[config.mk]
export PLATFORM = sky130hd
export DESIGN_NAME = rtki_cell
export DESIGN_NICKNAME = d
export VERILOG_FILES = /design/src/hdl/rtki_pkg.sv /design/src/hdl/rtki_ram.sv /design/src/hdl/rtki_cell.sv
export SDC_FILE = /design/constraint.sdc
export NUM_CORES = 1
export LEC_CHECK = 0
export BUFFER_PORTS_ARGS = -buffer_cell sky130_fd_sc_hd__buf_4
export CAP_MARGIN = 0
export CELL_PAD_IN_SITES_DETAIL_PLACEMENT = 1
export CELL_PAD_IN_SITES_GLOBAL_PLACEMENT = 1
export CORE_MARGIN = 10
export CORE_UTILIZATION = 40
export CTS_CLUSTER_DIAMETER = 200
export DETAILED_ROUTE_END_ITERATION = 10
export PLACE_DENSITY_LB_ADDON = 0.1
export SLEW_MARGIN = 20
export SYNTH_ARGS = -nofsm -noshare
export SYNTH_HDL_FRONTEND = slang
export SYNTH_SLANG_ARGS = --single-unit
[constraint.sdc]
create_clock -name clock -period 17.18 [get_ports clock]
set_input_delay 2.577 -clock clock [delete_from_list [all_inputs] [get_ports clock]]
set_output_delay 2.577 -clock clock [all_outputs]
set_load 0.02 [all_outputs]
[src/hdl/rtki_pkg.sv]
`default_nettype none

package rtki_pkg;

   // Table geometry.
   localparam int SLOTS  = 10;
   localparam int TABLES = 8;

   // Field widths of the channels.
   localparam int IDX_W   = 3;
   localparam int SCORE_W = 32;
   localparam int DUR_W   = 32;
   localparam int STAMP_W = 40;
   localparam int RANK_W  = 4;

   // The 3-bit table index can reach at most eight tables.
   localparam int TBL_USED = (TABLES < (1 << IDX_W)) ? TABLES : (1 << IDX_W);
   localparam int TBL_AW   = (TBL_USED > 1) ? $clog2(TBL_USED) : 1;

   // Entry count per table, wide enough to hold SLOTS itself.
   localparam int FILL_W = $clog2(SLOTS + 1);

   // One stored table entry.
   typedef struct packed {
      logic [SCORE_W-1:0] score;
      logic [DUR_W-1:0]   duration;
      logic [STAMP_W-1:0] stamp;
   } entry_type;

   localparam int ENTRY_W = $bits(entry_type);

   // Control that the sequencer hands to every cell.
   typedef struct packed {
      logic act;          // compare-and-shift cycle for a valid table
      logic valid;        // this cell's slot holds an entry of the table
      logic prev_keep;    // the cell above keeps its entry (tied high for slot 0)
      logic prev_valid;   // the cell above holds an entry that may shift down
   } cell_ctl_type;

endpackage

`default_nettype wire

[src/hdl/rtki_ram.sv]
`default_nettype none

module rtki_ram #(
   parameter int WIDTH = 8,
   parameter int DEPTH = 8
) (
   input  wire logic                     clock,
   input  wire logic                     wr_en,
   input  wire logic [$clog2(DEPTH > 1 ? DEPTH : 2)-1:0] wr_addr,
   input  wire logic [WIDTH-1:0]         wr_data,
   input  wire logic                     rd_en,
   input  wire logic [$clog2(DEPTH > 1 ? DEPTH : 2)-1:0] rd_addr,
   output logic      [WIDTH-1:0]         rd_data
);

   logic [WIDTH-1:0] mem [DEPTH];

   // Single write port and one registered read port.
   always_ff @(posedge clock) begin
      if (wr_en) begin
         mem[wr_addr] <= wr_data;
      end
      if (rd_en) begin
         rd_data <= mem[rd_addr];
      end
   end

endmodule

`default_nettype wire

[src/hdl/rtki_cell.sv]
`default_nettype none

module rtki_cell
   import rtki_pkg::*;
(
   input  wire logic              clock,
   input  wire logic              rd_en,
   input  wire logic [TBL_AW-1:0] rd_table,
   input  wire logic [TBL_AW-1:0] wr_table,
   input  wire cell_ctl_type      ctl,
   input  wire entry_type         new_entry,
   input  wire entry_type         prev_entry,
   output logic                   keep,
   output entry_type              cur_entry
);

   logic [ENTRY_W-1:0] rd_word;
   logic               wr_en;
   entry_type          wr_entry;

   // This slot of every table lives in one small RAM.
   rtki_ram #(
      .WIDTH(ENTRY_W),
      .DEPTH(TBL_USED)
   ) u_ram (
      .clock   (clock),
      .wr_en   (wr_en),
      .wr_addr (wr_table),
      .wr_data (wr_entry),
      .rd_en   (rd_en),
      .rd_addr (rd_table),
      .rd_data (rd_word)
   );

   assign cur_entry = entry_type'(rd_word);

   // A stored entry stays ahead of a new one with an equal or lower score.
   assign keep = ctl.valid && (cur_entry.score >= new_entry.score);

   // The new item lands just below the last kept entry; cells under it take
   // their upper neighbor's entry.
   assign wr_en    = ctl.act && !keep && (ctl.prev_keep || ctl.prev_valid);
   assign wr_entry = ctl.prev_keep ? new_entry : prev_entry;

endmodule

`default_nettype wire

==> results.tsv <==
stage	metric	value	unit
run_status	outcome	finished clean	
synthesis	Synth Area per Inst	23.5	um2
timing	Slew Limit Headroom	0.322	
grt	vias in the first global route	19100	
clocking	Hold-fix buffers, CTS	0	
placement	dpl hpwl	43.5	mm
critical_path	startpoint type of the worst setup path	input port	
placement	PortBufs	324	
final_layout	Fill cells	8087	
drt	wirelength, routed	84.1	mm
drt	DRC viols	0	
synthesis	top cells by area, synth	edfxtp_1 77%, mux4_2 13%, mux2_2 6.4%, ha_1 1.1%, buf_6 0.46%	
timing	final hold vios	0	
drt	Vias	16800	
drt	Routed met2 length	42.3	mm
synthesis	post-synth top area share	0.770	
synthesis	Seq cells post-synth	936	
clocking	clock root cell	clkbuf_16	
final_layout	Nets	2179	
synthesis	synth unique cells	32	
drt	Detailed Route Iter0 Violations	1076	
timing	RSZ-0062 raised after global routing	no	
placement	DP Worst Slack	9.21	ns
critical_path	Req. time, crit path	14.60	ns
floorplan	Die Y	322	um
pwr	Lkg Pwr	14.5	nW
drt	WL met3	3.92	mm
final_layout	share of cells above drive strength 1	0.453	
timing	worst-margin pin slew	1.02	ns
timing	final setup violation count	0	
grt	largest net degree at the start of global routing	105	
timing	fin crit period	7.83	ns
clocking	clk slew on worst S/H paths	0.06	ns
clocking	# Post-CTS Setup Buffers	0	
pwr	Power Total	0.00510	W
clocking	H-tree depth	3	
critical_path	CP Max Fanout	9	
drt	drt wl/cell	26.4	um
final_layout	number of antenna cells inserted	0	
synthesis	synth warn	0	
clocking	CTS tree	built	
clocking	Clock Path Buffers	3	
floorplan	initial core utilization	0.404	
grt	grt total ovfl	0	
drt	1st-pass router iterations	5	
clocking	clk_lat worst skew	0.65	ns
critical_path	Crit Path Class	in -> out	
clocking	clock sink count	936	
drt	M1 WL	36.6	mm
drt	vias per cell	5.28	
clocking	post-cts resize count	0	
timing	clk_skew	0.0284	ns
floorplan	FP Rows	110	
job	MaxCap Viol Count	0	
placement	routability-driven placement congestion ratio	0.682	
synthesis	Mapped Area	0.0365	mm2
drt	top routing layer in use	met4	
final_layout	Area Growth Syn to Fin	19.4	%
synthesis	Cells after Synth	1556	
grt	GRT Total Usage	0.162	
timing	setup_tns	0	ns
critical_path	critical path data arrival time	5.26	ns
pwr	PD cells	117	mW/mm2
floorplan	Die X	322	um
grt	first-pass GRT wire length	125	mm
floorplan	I/O Pins	325	
hold_path	Hold Crit Class	reg -> reg	
clocking	TritonCTS Buffers	98	
timing	Final Max Slew Viols	0	
timing	Peak Freq	128	MHz
synthesis	post-synth top area cell	edfxtp_1	
timing	final worst path period share	0.456	
floorplan	Die Area	0.104	mm2
pwr	VDD IR max	0.0674	mV
drt	ANT nets after route	0	
floorplan	Std-Cell Core Area	0.0903	mm2
grt	initial antenna violation count	0	
synthesis	Net Count, Synth	1808	
synthesis	Seq/Total Area, Yosys	0.770	
critical_path	crit path capture type	output pin	
timing	final worst slack	9.35	ns
## layer usage
metal / global-route usage / vias to the layer above
met1: 0.212 / 9033
li1: - / 7313
met5: 0 / -
met2: 0.277 / 367
met4: 0.0370 / 0
met3: 0.0292 / 86
## kinds of logic after synthesis
kind of cell / count (synthesis) / share of synthesized area
adders and majority gates: 32 / 0.0110
DFF: 936 / 0.770
and+or+nand+nor: 39 / 0.00628
AOI/OAI and AO/OA: 28 / 0.00511
buffers and inverters: 105 / 0.0148
muxes: 416 / 0.193
## placed cells by master, fill, tap and decap left out, types with 2 or more instances in the layout
cell type	synthesis	layout
a21oi_1	13	13
a22oi_1	2	2
buf_12	0	8
buf_4	0	328
buf_6	15	3
bufinv_16	0	15
clkbuf_1	22	22
clkbuf_16	0	100
clkinv_1	0	20
clkinv_2	0	17
edfxtp_1	936	936
ha_1	32	32
inv_1	34	34
inv_6	0	4
mux2_2	208	208
mux4_2	208	208
nand2_1	9	9
nand3_1	2	2
nand3b_1	3	3
nand4_1	6	6
nor2_1	2	2
nor3_1	5	2
nor3_2	0	3
nor4_2	0	5
o21ai_0	5	5
or4b_2	2	2
## synthesized netlist by cell type (all sizes together)
master and number:
edfxtp 936, mux2 208, mux4 208, buf 49
inv 34, ha 32, clkbuf 22, a21oi 13
nand2 9, nand4 6, nor4 6, o21ai 6
nor3 5, nand3b 3, a22oi 2, nand3 2
nor2 2, or4b 2, a2111oi 1, a211o 1
a211oi 1, a21o 1, nand2b 1, nor3b 1
o21a 1, o221ai 1, o31a 1, or2 1
or4 1
## layout make-up
type / count / area, um2 / share of cell area
multi-input cells: 515 / 7890 / 0.181
flip-flops and latches: 936 / 28100 / 0.645
clock buffers: 122 / 2580 / 0.0593
inverters: 34 / 128 / 0.00293
clock inverters: 58 / 683 / 0.0157
repair buffers: 342 / 2710 / 0.0623
well taps: 1176 / 1470 / 0.0338
## registers in the layout, indices dropped and copies added, names as in the netlist
register and count:
u_ram.rd_data 104, u_ram.mem 832
## worst max-delay path: stages
cell	delay (ns)
buf_4	0.08
inv_1	0.03
ha_1	0.31
nand4_1	0.27
nor4_1	0.63
nor3b_1	0.45
o31a_1	0.55
or2_2	0.21
buf_4	0.13
## report_power, final
group | leakage [nW] | internal (W) | switching [W]
sequential | 8.54 | 0.00259 | 0.0000201
combinational | 4.38 | 0.000156 | 0.000188
clock | 1.60 | 0.00129 | 0.000852
## stage by stage
stage	hold WS, ns	utilization	cells	area (um2)
after floorplan	0.732	-	1556	36500
final	0.751	0.483	3183	43600
after CTS	0.757	0.482	3182	43500
after global routing	0.776	0.483	3183	43600
after detailed placement	0.748	0.446	3002	40300
after global placement	0.741	0.446	3002	40300
## worst paths after layout
kind | startpoint | end | slack (ns) | cells after the start
min | u_ram.mem[6][34] | u_ram.rd_data[34] | 0.75 | 2
max | new_entry[103] | keep | 9.35 | 9
min reg2reg | u_ram.mem[6][34] | u_ram.rd_data[34] | 0.75 | 2
max reg2reg | u_ram.rd_data[103] | u_ram.mem[7][25] | 13.53 | 7
(Power assumes the default switching activity.)
